$ cat src/hdl/amh_pkg.sv
// Package for the AES-MMO hash core: types, constants and AES helper functions.
`timescale 1ns / 1ps
package amh_pkg;

  typedef enum logic [1:0] {
    MODE_ABSORB = 2'd0,
    MODE_ABS_FIN = 2'd1,
    MODE_FINISH = 2'd2,
    MODE_NONE = 2'd3
  } mode_e;

  localparam int unsigned BlkBytes = 16;
  localparam logic [7:0] PadMarker = 8'h80;
  localparam int unsigned Rounds = 10;

  // Queue entry between the front and the back part.
  typedef struct packed {
    logic       fin;
    logic       has_byte;
    logic [7:0] data;
  } cmd_t;

  function automatic logic [7:0] sbox(input logic [7:0] a);
    logic [7:0] r;
    case (a)
      8'h00: r=8'h63; 8'h01: r=8'h7c; 8'h02: r=8'h77; 8'h03: r=8'h7b;
      8'h04: r=8'hf2; 8'h05: r=8'h6b; 8'h06: r=8'h6f; 8'h07: r=8'hc5;
      8'h08: r=8'h30; 8'h09: r=8'h01; 8'h0a: r=8'h67; 8'h0b: r=8'h2b;
      8'h0c: r=8'hfe; 8'h0d: r=8'hd7; 8'h0e: r=8'hab; 8'h0f: r=8'h76;
      8'h10: r=8'hca; 8'h11: r=8'h82; 8'h12: r=8'hc9; 8'h13: r=8'h7d;
      8'h14: r=8'hfa; 8'h15: r=8'h59; 8'h16: r=8'h47; 8'h17: r=8'hf0;
      8'h18: r=8'had; 8'h19: r=8'hd4; 8'h1a: r=8'ha2; 8'h1b: r=8'haf;
      8'h1c: r=8'h9c; 8'h1d: r=8'ha4; 8'h1e: r=8'h72; 8'h1f: r=8'hc0;
      8'h20: r=8'hb7; 8'h21: r=8'hfd; 8'h22: r=8'h93; 8'h23: r=8'h26;
      8'h24: r=8'h36; 8'h25: r=8'h3f; 8'h26: r=8'hf7; 8'h27: r=8'hcc;
      8'h28: r=8'h34; 8'h29: r=8'ha5; 8'h2a: r=8'he5; 8'h2b: r=8'hf1;
      8'h2c: r=8'h71; 8'h2d: r=8'hd8; 8'h2e: r=8'h31; 8'h2f: r=8'h15;
      8'h30: r=8'h04; 8'h31: r=8'hc7; 8'h32: r=8'h23; 8'h33: r=8'hc3;
      8'h34: r=8'h18; 8'h35: r=8'h96; 8'h36: r=8'h05; 8'h37: r=8'h9a;
      8'h38: r=8'h07; 8'h39: r=8'h12; 8'h3a: r=8'h80; 8'h3b: r=8'he2;
      8'h3c: r=8'heb; 8'h3d: r=8'h27; 8'h3e: r=8'hb2; 8'h3f: r=8'h75;
      8'h40: r=8'h09; 8'h41: r=8'h83; 8'h42: r=8'h2c; 8'h43: r=8'h1a;
      8'h44: r=8'h1b; 8'h45: r=8'h6e; 8'h46: r=8'h5a; 8'h47: r=8'ha0;
      8'h48: r=8'h52; 8'h49: r=8'h3b; 8'h4a: r=8'hd6; 8'h4b: r=8'hb3;
      8'h4c: r=8'h29; 8'h4d: r=8'he3; 8'h4e: r=8'h2f; 8'h4f: r=8'h84;
      8'h50: r=8'h53; 8'h51: r=8'hd1; 8'h52: r=8'h00; 8'h53: r=8'hed;
      8'h54: r=8'h20; 8'h55: r=8'hfc; 8'h56: r=8'hb1; 8'h57: r=8'h5b;
      8'h58: r=8'h6a; 8'h59: r=8'hcb; 8'h5a: r=8'hbe; 8'h5b: r=8'h39;
      8'h5c: r=8'h4a; 8'h5d: r=8'h4c; 8'h5e: r=8'h58; 8'h5f: r=8'hcf;
      8'h60: r=8'hd0; 8'h61: r=8'hef; 8'h62: r=8'haa; 8'h63: r=8'hfb;
      8'h64: r=8'h43; 8'h65: r=8'h4d; 8'h66: r=8'h33; 8'h67: r=8'h85;
      8'h68: r=8'h45; 8'h69: r=8'hf9; 8'h6a: r=8'h02; 8'h6b: r=8'h7f;
      8'h6c: r=8'h50; 8'h6d: r=8'h3c; 8'h6e: r=8'h9f; 8'h6f: r=8'ha8;
      8'h70: r=8'h51; 8'h71: r=8'ha3; 8'h72: r=8'h40; 8'h73: r=8'h8f;
      8'h74: r=8'h92; 8'h75: r=8'h9d; 8'h76: r=8'h38; 8'h77: r=8'hf5;
      8'h78: r=8'hbc; 8'h79: r=8'hb6; 8'h7a: r=8'hda; 8'h7b: r=8'h21;
      8'h7c: r=8'h10; 8'h7d: r=8'hff; 8'h7e: r=8'hf3; 8'h7f: r=8'hd2;
      8'h80: r=8'hcd; 8'h81: r=8'h0c; 8'h82: r=8'h13; 8'h83: r=8'hec;
      8'h84: r=8'h5f; 8'h85: r=8'h97; 8'h86: r=8'h44; 8'h87: r=8'h17;
      8'h88: r=8'hc4; 8'h89: r=8'ha7; 8'h8a: r=8'h7e; 8'h8b: r=8'h3d;
      8'h8c: r=8'h64; 8'h8d: r=8'h5d; 8'h8e: r=8'h19; 8'h8f: r=8'h73;
      8'h90: r=8'h60; 8'h91: r=8'h81; 8'h92: r=8'h4f; 8'h93: r=8'hdc;
      8'h94: r=8'h22; 8'h95: r=8'h2a; 8'h96: r=8'h90; 8'h97: r=8'h88;
      8'h98: r=8'h46; 8'h99: r=8'hee; 8'h9a: r=8'hb8; 8'h9b: r=8'h14;
      8'h9c: r=8'hde; 8'h9d: r=8'h5e; 8'h9e: r=8'h0b; 8'h9f: r=8'hdb;
      8'ha0: r=8'he0; 8'ha1: r=8'h32; 8'ha2: r=8'h3a; 8'ha3: r=8'h0a;
      8'ha4: r=8'h49; 8'ha5: r=8'h06; 8'ha6: r=8'h24; 8'ha7: r=8'h5c;
      8'ha8: r=8'hc2; 8'ha9: r=8'hd3; 8'haa: r=8'hac; 8'hab: r=8'h62;
      8'hac: r=8'h91; 8'had: r=8'h95; 8'hae: r=8'he4; 8'haf: r=8'h79;
      8'hb0: r=8'he7; 8'hb1: r=8'hc8; 8'hb2: r=8'h37; 8'hb3: r=8'h6d;
      8'hb4: r=8'h8d; 8'hb5: r=8'hd5; 8'hb6: r=8'h4e; 8'hb7: r=8'ha9;
      8'hb8: r=8'h6c; 8'hb9: r=8'h56; 8'hba: r=8'hf4; 8'hbb: r=8'hea;
      8'hbc: r=8'h65; 8'hbd: r=8'h7a; 8'hbe: r=8'hae; 8'hbf: r=8'h08;
      8'hc0: r=8'hba; 8'hc1: r=8'h78; 8'hc2: r=8'h25; 8'hc3: r=8'h2e;
      8'hc4: r=8'h1c; 8'hc5: r=8'ha6; 8'hc6: r=8'hb4; 8'hc7: r=8'hc6;
      8'hc8: r=8'he8; 8'hc9: r=8'hdd; 8'hca: r=8'h74; 8'hcb: r=8'h1f;
      8'hcc: r=8'h4b; 8'hcd: r=8'hbd; 8'hce: r=8'h8b; 8'hcf: r=8'h8a;
      8'hd0: r=8'h70; 8'hd1: r=8'h3e; 8'hd2: r=8'hb5; 8'hd3: r=8'h66;
      8'hd4: r=8'h48; 8'hd5: r=8'h03; 8'hd6: r=8'hf6; 8'hd7: r=8'h0e;
      8'hd8: r=8'h61; 8'hd9: r=8'h35; 8'hda: r=8'h57; 8'hdb: r=8'hb9;
      8'hdc: r=8'h86; 8'hdd: r=8'hc1; 8'hde: r=8'h1d; 8'hdf: r=8'h9e;
      8'he0: r=8'he1; 8'he1: r=8'hf8; 8'he2: r=8'h98; 8'he3: r=8'h11;
      8'he4: r=8'h69; 8'he5: r=8'hd9; 8'he6: r=8'h8e; 8'he7: r=8'h94;
      8'he8: r=8'h9b; 8'he9: r=8'h1e; 8'hea: r=8'h87; 8'heb: r=8'he9;
      8'hec: r=8'hce; 8'hed: r=8'h55; 8'hee: r=8'h28; 8'hef: r=8'hdf;
      8'hf0: r=8'h8c; 8'hf1: r=8'ha1; 8'hf2: r=8'h89; 8'hf3: r=8'h0d;
      8'hf4: r=8'hbf; 8'hf5: r=8'he6; 8'hf6: r=8'h42; 8'hf7: r=8'h68;
      8'hf8: r=8'h41; 8'hf9: r=8'h99; 8'hfa: r=8'h2d; 8'hfb: r=8'h0f;
      8'hfc: r=8'hb0; 8'hfd: r=8'h54; 8'hfe: r=8'hbb; default: r=8'h16;
    endcase
    return r;
  endfunction

  function automatic logic [7:0] xt(input logic [7:0] v);
    return {v[6:0], 1'b0} ^ (v[7] ? 8'h1b : 8'h00);
  endfunction

  // Byte i of a 128-bit word sits at bits [127-8i -: 8].
  function automatic logic [7:0] byte_of(input logic [127:0] w, input int unsigned i);
    return w[127-8*i -: 8];
  endfunction

  // One AES round: SubBytes, ShiftRows, optional MixColumns, AddRoundKey.
  function automatic logic [127:0] aes_round(input logic [127:0] s, input logic [127:0] k,
                                             input logic mix);
    logic [7:0] t [16];
    logic [7:0] a0, a1, a2, a3, al;
    logic [127:0] o;
    for (int c = 0; c < 4; c++) begin
      for (int r = 0; r < 4; r++) begin
        t[4*c+r] = sbox(byte_of(s, 4*((c+r) % 4) + r));
      end
    end
    if (mix) begin
      for (int c = 0; c < 4; c++) begin
        a0 = t[4*c]; a1 = t[4*c+1]; a2 = t[4*c+2]; a3 = t[4*c+3];
        al = a0 ^ a1 ^ a2 ^ a3;
        t[4*c]   = a0 ^ al ^ xt(a0 ^ a1);
        t[4*c+1] = a1 ^ al ^ xt(a1 ^ a2);
        t[4*c+2] = a2 ^ al ^ xt(a2 ^ a3);
        t[4*c+3] = a3 ^ al ^ xt(a3 ^ a0);
      end
    end
    for (int i = 0; i < 16; i++) begin
      o[127-8*i -: 8] = t[i];
    end
    return o ^ k;
  endfunction

  // Next round key from the current one.
  function automatic logic [127:0] key_next(input logic [127:0] k, input logic [7:0] rc);
    logic [7:0] b [16];
    logic [127:0] o;
    for (int i = 0; i < 16; i++) begin
      b[i] = byte_of(k, i);
    end
    b[0] = b[0] ^ sbox(b[13]) ^ rc;
    b[1] = b[1] ^ sbox(b[14]);
    b[2] = b[2] ^ sbox(b[15]);
    b[3] = b[3] ^ sbox(b[12]);
    for (int i = 4; i < 16; i++) begin
      b[i] = b[i] ^ b[i-4];
    end
    for (int i = 0; i < 16; i++) begin
      o[127-8*i -: 8] = b[i];
    end
    return o;
  endfunction

  function automatic logic [7:0] rcon(input logic [3:0] r);
    logic [7:0] v;
    case (r)
      4'd0: v = 8'h01; 4'd1: v = 8'h02; 4'd2: v = 8'h04; 4'd3: v = 8'h08;
      4'd4: v = 8'h10; 4'd5: v = 8'h20; 4'd6: v = 8'h40; 4'd7: v = 8'h80;
      4'd8: v = 8'h1b; default: v = 8'h36;
    endcase
    return v;
  endfunction

endpackage

$ cat src/hdl/amh_front.sv
// Front part: accept and classify input items, push all but mode three into a short queue.
`timescale 1ns / 1ps
module amh_front (
  input  logic              clk_i,
  input  logic              rst_ni,
  input  logic              in_valid_i,
  output logic              in_ready_o,
  input  logic [1:0]        mode_i,
  input  logic [7:0]        data_byte_i,
  output logic              q_valid_o,
  input  logic              q_pop_i,
  output amh_pkg::cmd_t     q_head_o
);
  import amh_pkg::*;

  localparam int unsigned Depth = 2;

  cmd_t       mem_q [Depth];
  logic       wr_q, rd_q;
  logic [1:0] cnt_q;
  cmd_t       cmd;
  logic       push;

  always_comb begin
    cmd.data     = data_byte_i;
    cmd.has_byte = (mode_i == MODE_ABSORB) || (mode_i == MODE_ABS_FIN);
    cmd.fin      = (mode_i == MODE_ABS_FIN) || (mode_i == MODE_FINISH);
  end

  assign in_ready_o = (cnt_q != 2'(Depth));
  // Drop mode three at once: it changes nothing.
  assign push       = in_valid_i && in_ready_o && (mode_i != MODE_NONE);
  assign q_valid_o  = (cnt_q != 2'd0);
  assign q_head_o   = mem_q[rd_q];

  always_ff @(posedge clk_i) begin
    if (push) begin
      mem_q[wr_q] <= cmd;
    end
  end

  always_ff @(posedge clk_i or negedge rst_ni) begin
    if (!rst_ni) begin
      wr_q  <= 1'b0;
      rd_q  <= 1'b0;
      cnt_q <= 2'd0;
    end else begin
      if (push) wr_q <= ~wr_q;
      if (q_pop_i) rd_q <= ~rd_q;
      cnt_q <= cnt_q + 2'(push) - 2'(q_pop_i);
    end
  end

  assert property (@(posedge clk_i) disable iff (!rst_ni) q_pop_i |-> q_valid_o)
    else $error("pop from empty queue");
  assert property (@(posedge clk_i) disable iff (!rst_ni) cnt_q <= 2'(Depth))
    else $error("queue count overflow");
  assert property (@(posedge clk_i) disable iff (!rst_ni)
    (push && !q_pop_i) |=> (cnt_q == $past(cnt_q) + 2'd1))
    else $error("queue count did not advance");
endmodule

$ cat config.mk
export PLATFORM = sky130hd
export DESIGN_NAME = amh_front
export DESIGN_NICKNAME = d
export VERILOG_FILES = /design/src/hdl/amh_pkg.sv /design/src/hdl/amh_front.sv
export SDC_FILE = /design/constraint.sdc
export NUM_CORES = 1
export LEC_CHECK = 0
export BUFFER_PORTS_ARGS = -buffer_cell sky130_fd_sc_hd__buf_4
export CAP_MARGIN = 0
export CORE_MARGIN = 2
export CORE_UTILIZATION = 30
export CTS_CLUSTER_DIAMETER = 80
export DETAILED_ROUTE_END_ITERATION = 10
export PLACE_DENSITY = 0.51
export REMOVE_ABC_BUFFERS = 1
export SYNTH_ARGS = -nofsm -noshare
export SYNTH_HDL_FRONTEND = slang
export SYNTH_SLANG_ARGS = --single-unit
$ cat constraint.sdc
create_clock -name clk_i -period 2.8 [get_ports clk_i]
set_input_delay 0.28 -clock clk_i [delete_from_list [all_inputs] [get_ports clk_i]]
set_output_delay 0.28 -clock clk_i [all_outputs]
set_load 0.02 [all_outputs]
==> impl_metrics.ini, run 1 <==
[worst_hold_path]
hp-class = input port to flop

[power]
peakVddDrop_mv = 0.340
p_leak_nw = 0.517
power_density_nw_per_um2 = 878

[floorplanning]
die_area_sq_um = 3840
dieHeight_microns = 61.9
initial_utilization_pct = 30.7
die_width_microns = 61.9
coreArea_sq_um = 3280
rows = 21
io_pins = 26

[global_routing]
grt_pass1_wl_microns = 2470
grt_usage_pct = 9.43
grt_pass1_vias = 559
grt_max_degree = 14
antenna_found_initial = 0
grt_overflow = 0

[clock_network]
clk_pin_slew_ns = 0.12
cts_max_level = 1
cts_buffer_depth = 2
cts_sinks = 24
root_buffer = clkbuf_4
cts-resized-gates = 0
cts_buffers = 3
insertion_delay_ns = 0.30
cts_tree = built

[timing]
finalHoldViolCount = 0
relSlewSlack_pct = 65.9
rsz0062_at_grt = false
slew_viol_final = 0
whs_ns = 0.153
min_period_over_period_pct = 65.3
fin_skew_ns = 0.00295
setup-violations-final = 0
fin_tns_setup_ns = 0
worst_pin_slew_ns = 0.512
min_period_ns = 1.83
timing.fmax_mhz = 547
setup_slack_ns = 0.972

[detailed_routing]
final_antenna_net_count = 0
drc = 0
routedWlPerCell_microns = 11.6
drt_iter0_markers = 20
drtPass1Iterations = 4
finalWirelength_microns = 1590
dr_total_vias = 572
via_per_inst = 4.18

[layout]
nets = 110
layout.cells.most_common_list = 27 x buf_4, 20 x edfxtp_1, 9 x mux2_1
stdcell_count = 137
synthToLayoutAreaGrowth_pct = 29.9
drive_gt1_share_pct = 39.6
final_common_cell = buf_4
diodes = 0

[critical_path]
cp_max_fo = 11
path_class = flop to primary output
cp_slowest_cell = dfrtp_1
required_ns = 2.52
cp-start-kind = flop
cp.arrival_ns = 1.55
path_cells = mux2_2 -> buf_4
cpPeakStageDelay_ns = 0.68
critPathCaptureType = primary output

[synth]
synth.distinct_cells = 18
netlist_area_sq_um = 1010
netlist.area_leader.share_pct = 59.6
yosysSeqAreaShare_pct = 69.6
synth_top_cell_by_area = edfxtp_1
yosys_warnings = 0
syn_avg_cell_area_sq_um = 16.8
ys_top_cells_by_area = edfxtp_1 60%, mux2_1 10%, dfrtp_1 9.9%, ha_1 5.0%, nand2b_1 1.9%
synth_seq_cells = 24
syn_inst = 60

[run_status]
status = finished, final reports clean

[place]
dp_hpwl_microns = 1180
pre_cts_slack_ns = 0.918
portBuffers = 25
place_congestion = 0.649
place_inst = 132

[job]
cap_violations = 0
==> power breakdown <==
part           internal, W  total (W)  switching (W)
clock            0.0000793   0.000174      0.0000944
combinational     0.000213   0.000431       0.000218
sequential        0.000477   0.000545      0.0000675
==> cells by family after synthesis <==
family | after synthesis | synth area share (%)
AOI/OAI and AO/OA | 4 | 3.48
xor gates and xnor gates | 3 | 2.61
adders and majority gates | 4 | 4.97
buffers and inverters | 5 | 1.99
DFF | 24 | 69.6
muxes | 10 | 11.2
and+or+nand+nor | 10 | 6.21
==> per-stage QoR <==
step	utilization (%)	power (W)	cell area, sq um
finish	39.8	0.00115	1310
global route	39.8	0.00123	1310
CTS	39.8	0.00117	1310
detailed placement	38.4	0.000995	1260
global placement	38.4	0.000988	1260
floorplan	-	0.000800	1000
==> per-layer routing <==
| metal | wire (microns) | GRT usage (%) | up-vias |
|---|---|---|---|
| met3 | 139 | 4.55 | 2 |
| met1 | 667 | 10.6 | 271 |
| met5 | 0 | 0 | - |
| met4 | 8 | 4.56 | 0 |
| li1 | - | - | 281 |
| met2 | 778 | 15.0 | 18 |
==> worst max-delay path, delay by kind of cell (launching register included) <==
kind     cells  cell delay, ns
mux          1            0.40
buf+inv      1            0.16
flops        1            0.68
==> worst paths after layout <==
path                                         start                    end  slack [ns]  cells past startpoint
worst min-delay path                data_byte_i[2]  mem_q[0][2]$_DFFE_PP_        0.15                      1
min in group asynchronous                   rst_ni       rd_q$_DFFE_PN0P_        0.29                      2
worst min register to register    wr_q$_DFFE_PN0P_       wr_q$_DFFE_PN0P_        0.51                      1
worst max-delay path              rd_q$_DFFE_PN0P_            q_head_o[7]        0.97                      2
worst max register to register  cnt_q[0]$_DFF_PN0_     cnt_q[1]$_DFF_PN0_        1.20                      7
max in group asynchronous                   rst_ni     cnt_q[1]$_DFF_PN0_        2.41                      2
==> final cells by class <==
class                   count  area, sq um
repair buffers             28          213
fillers                   324         1980
multi-input cells          31          287
inverters                   4         15.0
well taps                  46         57.6
clock buffers               4         36.3
flip-flops and latches     24          701
==> cell usage after synthesis <==
cell / count
edfxtp_1: 20
mux2_1: 9
dfrtp_1: 4
ha_1: 4
inv_1: 4
nand2b_1: 3
a211oi_1: 2
nor2_1: 2
or2_2: 2
xnor2_1: 2
a311oi_2: 1
and2_4: 1
buf_2: 1
mux2_2: 1
nand3b_1: 1
nor3b_1: 1
o21ai_0: 1
xor2_1: 1
==> timing repair <==
| action | 4_1_cts | 5_1_grt |
|---|---|---|
| setup buffers | 0 | 0 |
| endpoints found under the hold margin | 4 | 0 |
| setup endpoints to repair | 0 | 0 |
| hold buffers | 1 | 0 |
==> registers in the layout (all words and copies together), names as in the netlist <==
name / flops
rd_q: 1
mem_q: 20
wr_q: 1
cnt_q: 2
Power figures use the tool's default switching activity.
==> run 2: changes to the inputs <==
- PLACE_DENSITY: 0.51 -> 0.53
- clock period: 2.8 -> 1.5 ns (I/O delays scaled with it)
==> run 2 against run 1 <==
Against the previous run: flip-flop and latch count unchanged; sequential power is 78% higher; clock power rose by 82%; final area is 16% higher; die area is the same; register-to-register slack lost 1.2 ns; final cell count increased by 9.5%; setup slack worse by 0.94 ns; sequential share of layout area decreased by 7.4 points; total power increased by 130%; highest routed layer is now met3.
==> impl_metrics.ini, run 2 (synthesis gave the netlist of run 1 again) <==
[floorplanning]
dieHeight_microns = 61.9
initial_utilization_pct = 30.7
die_width_microns = 61.9
die_area_sq_um = 3840
io_pins = 26
rows = 21
coreArea_sq_um = 3280

[timing]
min_period_ns = 1.47
slew_viol_final = 0
relSlewSlack_pct = 79.1
timing.fmax_mhz = 680
finalHoldViolCount = 0
min_period_over_period_pct = 98.0
whs_ns = 0.0286
worst_pin_slew_ns = 0.311
setup_slack_ns = 0.0302
fin_skew_ns = 0.00487
setup-violations-final = 0
rsz0062_at_grt = true

[global_routing]
antenna_found_initial = 0
grt_overflow = 0
grt_pass1_vias = 624
grt_usage_pct = 9.41
grt_pass1_wl_microns = 2590
grt_max_degree = 14

[power]
peakVddDrop_mv = 0.931
p_leak_nw = 0.652
power_density_nw_per_um2 = 1750

[layout]
layout.cells.most_common_list = 26 x buf_4, 20 x edfxtp_1, 14 x buf_6
synthToLayoutAreaGrowth_pct = 51.2
regMostFlops = mem_q
largestRegisters = mem_q: 20 flops, cnt_q: 2 flops
final_core_util_pct = 46.4
fillers = 307
diodes = 0
final_common_cell = buf_4
drive_gt1_share_pct = 60.6
largest_reg_flops = 20
stdcell_count = 150
nets = 123

[worst_hold_path]
hp-class = input port to flop

[place]
place_congestion = 0.759
dp_hpwl_microns = 1210
pre_cts_slack_ns = -0.199
place_inst = 139
portBuffers = 25

[detailed_routing]
drc = 0
drt_iter0_markers = 13
drtPass1Iterations = 2
dr_total_vias = 635
finalWirelength_microns = 1790
via_per_inst = 4.23
final_antenna_net_count = 0
routedWlPerCell_microns = 11.9

[critical_path]
required_ns = 1.35
cp-start-kind = flop
cp_max_fo = 6
critPathCaptureType = primary output
cp.arrival_ns = 1.32
path_class = flop to primary output

[clock_network]
cts_tree = built
clk_pin_slew_ns = 0.12
cts_buffer_depth = 2
root_buffer = clkbuf_4
insertion_delay_ns = 0.30
cts_sinks = 24
cts_buffers = 3
cts_max_level = 1

[run_status]
status = finished, final reports clean

[job]
cap_violations = 0
-- run 2: path summary, 6_finish.rpt --
path	start	endpoint	slack, ns	depth (start not counted)
worst min register to register	wr_q$_DFFE_PN0P_	wr_q$_DFFE_PN0P_	0.52	1
worst max-delay path	rd_q$_DFFE_PN0P_	q_head_o[0]	0.03	3
worst min-delay path	data_byte_i[7]	mem_q[0][7]$_DFFE_PP_	0.03	1
max in group asynchronous	rst_ni	rd_q$_DFFE_PN0P_	1.23	2
min in group asynchronous	rst_ni	rd_q$_DFFE_PN0P_	0.16	2
worst max register to register	cnt_q[1]$_DFF_PN0_	mem_q[0][4]$_DFFE_PP_	0.03	6
-- run 2: repair_timing --
| item | 4_1_cts | 5_1_grt |
|---|---|---|
| pin swaps | 3 | 1 |
| hold buffers | 1 | 0 |
| gates resized for setup | 14 | 19 |
| setup endpoints to repair | 11 | 26 |
| hold endpoints to repair | 4 | 0 |
| setup buffers | 5 | 1 |
-- run 2: stage by stage --
| step | TNS (ns) | power [W] | instance area (sq um) |
|---|---|---|---|
| 6_report | 0 | 0.00267 | 1520 |
| 4_1_cts | -0.00129 | 0.00246 | 1450 |
| 3_5_place_dp | -0.875 | 0.00192 | 1320 |
| 2_1_floorplan | -2.62 | 0.00149 | 1000 |
| 3_3_place_gp | -0.683 | 0.00192 | 1320 |
| 5_1_grt | -0.549 | 0.00282 | 1520 |
-- run 2: power by group --
part / internal (W) / switching, W
registers: 0.000895 / 0.0000749
logic: 0.000783 / 0.000599
clock network: 0.000148 / 0.000168
-- run 2: layout make-up --
cell class              instances  area, sq um  share of cell area (%)
multi-input cells              31          349                    22.9
flip-flops and latches         24          702                    46.1
clock buffers                   4         36.3                    2.38
well taps                      46         57.6                    3.78
repair buffers                 41          363                    23.8
inverters                       4         15.0                   0.986
-- run 2: layer usage --
metal / track usage, % / vias to the layer above / share of wire (%)
met4: 2.74 / 0 / 0
met2: 16.7 / 18 / 51
met3: 3.52 / 0 / 7.7
li1: - / 310 / -
met1: 10.5 / 307 / 41
met5: 0 / - / 0
-- run 2: critical path, stage by stage, from the launching register on --
cell,delay [ns]
dfrtp_2,0.44
buf_6,0.15
mux2_4,0.30
buf_6,0.13
==> run 3: changes to the inputs <==
- CORE_ASPECT_RATIO: default -> 0.9
==> run 3 against run 2 <==
Against the previous run: clock skew decreased by 0.0014 ns; clock-buffer cell count shrank 1; final cell count down 2.7%; utilization barely moved; first-iteration DRC count rose by 110%; die area about the same; fmax shrank 0.32%; routed wire length grew 1.7%; largest cell class unchanged.
==> impl_metrics.ini, run 3 (synthesis gave the netlist of run 1 again) <==
[layout]
regMostFlops = mem_q
synthToLayoutAreaGrowth_pct = 44.3
area.sequential_sq_um = 702
multi_input_area_sq_um = 325
fillers = 293
drive_gt1_share_pct = 54.8
largestRegisters = mem_q: 20 flops, cnt_q: 2 flops
largest_reg_flops = 20
final_common_cell = buf_4
nets = 123
stdcell_count = 146
layout.cells.most_common_list = 39 x buf_4, 20 x edfxtp_1, 8 x mux2_1
diodes = 0

[global_routing]
grt_max_degree = 14
grt_pass1_vias = 627
grt_pass1_wl_microns = 2800
antenna_found_initial = 0
grt_overflow = 0
grt_usage_pct = 9.90

[detailed_routing]
routedWlPerCell_microns = 12.5
final_antenna_net_count = 0
finalWirelength_microns = 1820
drc = 0
dr_total_vias = 627
drtPass1Iterations = 4
via_per_inst = 4.29
drt_iter0_markers = 27

[timing]
min_period_ns = 1.47
timing.fmax_mhz = 678
rsz0062_at_grt = true
slew_viol_final = 0
setup-violations-final = 0
min_period_over_period_pct = 98.3
relSlewSlack_pct = 79.1
setup_slack_ns = 0.0254
whs_ns = 0.0702
finalHoldViolCount = 0
worst_pin_slew_ns = 0.311
fin_skew_ns = 0.00343

[place]
place_inst = 136
dp_hpwl_microns = 1220
place_congestion = 0.643
portBuffers = 25
pre_cts_slack_ns = -0.258

[floorplanning]
io_pins = 26
rows = 19
coreArea_sq_um = 3140
die_width_microns = 65.1
initial_utilization_pct = 32.1
die_area_sq_um = 3840
dieHeight_microns = 59.0

[critical_path]
path_class = flop to primary output
cp-start-kind = flop
path_cells = buf_4 -> mux2_1 -> buf_4
cp_max_fo = 5
cp.arrival_ns = 1.32
crit_path_frequent_cell = buf_4
required_ns = 1.35
cp_slowest_cell = dfrtp_2
critPathCaptureType = primary output
cpPeakStageDelay_ns = 0.42

[clock_network]
insertion_delay_ns = 0.26
cts_buffer_depth = 2
root_buffer = clkbuf_8
cts_sinks = 24
clk_pin_slew_ns = 0.08
cts_tree = built
cts_buffers = 3
cts_max_level = 1

[power]
peakVddDrop_mv = 1.01
p_leak_nw = 0.604
power_density_nw_per_um2 = 1710

[worst_hold_path]
hp-class = input port to flop

[run_status]
status = finished, final reports clean

[job]
cap_violations = 0
==> run 3: changes by cell type in the layout (fill, tap and decap cells not counted), moves of 2 or more <==
cell	before	now
nor2_2	0	2
mux2_1	0	8
mux2_4	10	1
clkbuf_4	3	0
buf_4	26	39
clkbuf_8	1	3
nor2_1	2	0
buf_6	14	1
==> run 3: routing by layer <==
layer	track usage, %	vias up	wire (microns)
met5	0	-	0
met4	4.17	0	0
met3	3.61	0	125
met2	16.8	17	894
met1	11.5	305	800
li1	-	305	-
==> run 3: area by class of cell <==
cell class                 count  share of cell area (%)
tap                           42                    3.61
sequential                    24                    48.3
inverter                       4                    1.03
clock inverter                 1                   0.258
clock buffer                   3                    2.84
timing repair buffer          41                    21.6
multi-input combinational     31                    22.4
==> run 3: power breakdown <==
group	switching, W	leakage [nW]	internal, W	total, W
registers	0.0000678	0.229	0.000896	0.000964
logic	0.000559	0.352	0.000583	0.00114
clock network	0.000191	0.0231	0.000183	0.000374
total	0.000817	0.604	0.00166	0.00248
==> run 3: stage by stage <==
| stage | setup TNS [ns] | utilization [%] | total power [W] | instance area (sq um) |
|---|---|---|---|---|
| detailed placement | -1.32 | 42.0 | 0.00193 | 1320 |
| floorplan | -2.62 | - | 0.00149 | 1000 |
| global placement | -0.880 | 42.0 | 0.00191 | 1320 |
| CTS | -0.000621 | 45.0 | 0.00239 | 1410 |
| finish | 0 | 46.3 | 0.00248 | 1450 |
| global route | -0.0327 | 46.3 | 0.00262 | 1450 |
==> run 3: what timing repair did <==
item | in CTS | in global routing
setup buffers | 2 | 3
hold buffers | 1 | 0
pin swaps | 3 | 3
endpoints found under the hold margin | 4 | 0
gates resized for setup | 6 | 6
setup endpoints to repair | 11 | 26
==> run 3: critical path: cells and delay by family (launching register included) <==
kind     cells  cell delay (ns)
buf+inv      2             0.33
flops        1             0.42
mux          1             0.31
==> run 3: path summary, 6_finish.rpt <==
kind | startpoint | endpoint | slack, ns | cells after the start
min in group asynchronous | rst_ni | cnt_q[1]$_DFF_PN0_ | 0.22 | 2
setup / recovery | rd_q$_DFFE_PN0P_ | q_head_o[4] | 0.03 | 3
max in group asynchronous | rst_ni | rd_q$_DFFE_PN0P_ | 1.17 | 2
hold / removal | data_byte_i[2] | mem_q[0][2]$_DFFE_PP_ | 0.07 | 1
setup reg to reg | cnt_q[0]$_DFF_PN0_ | cnt_q[1]$_DFF_PN0_ | 0.07 | 7
hold reg to reg | wr_q$_DFFE_PN0P_ | wr_q$_DFFE_PN0P_ | 0.52 | 1
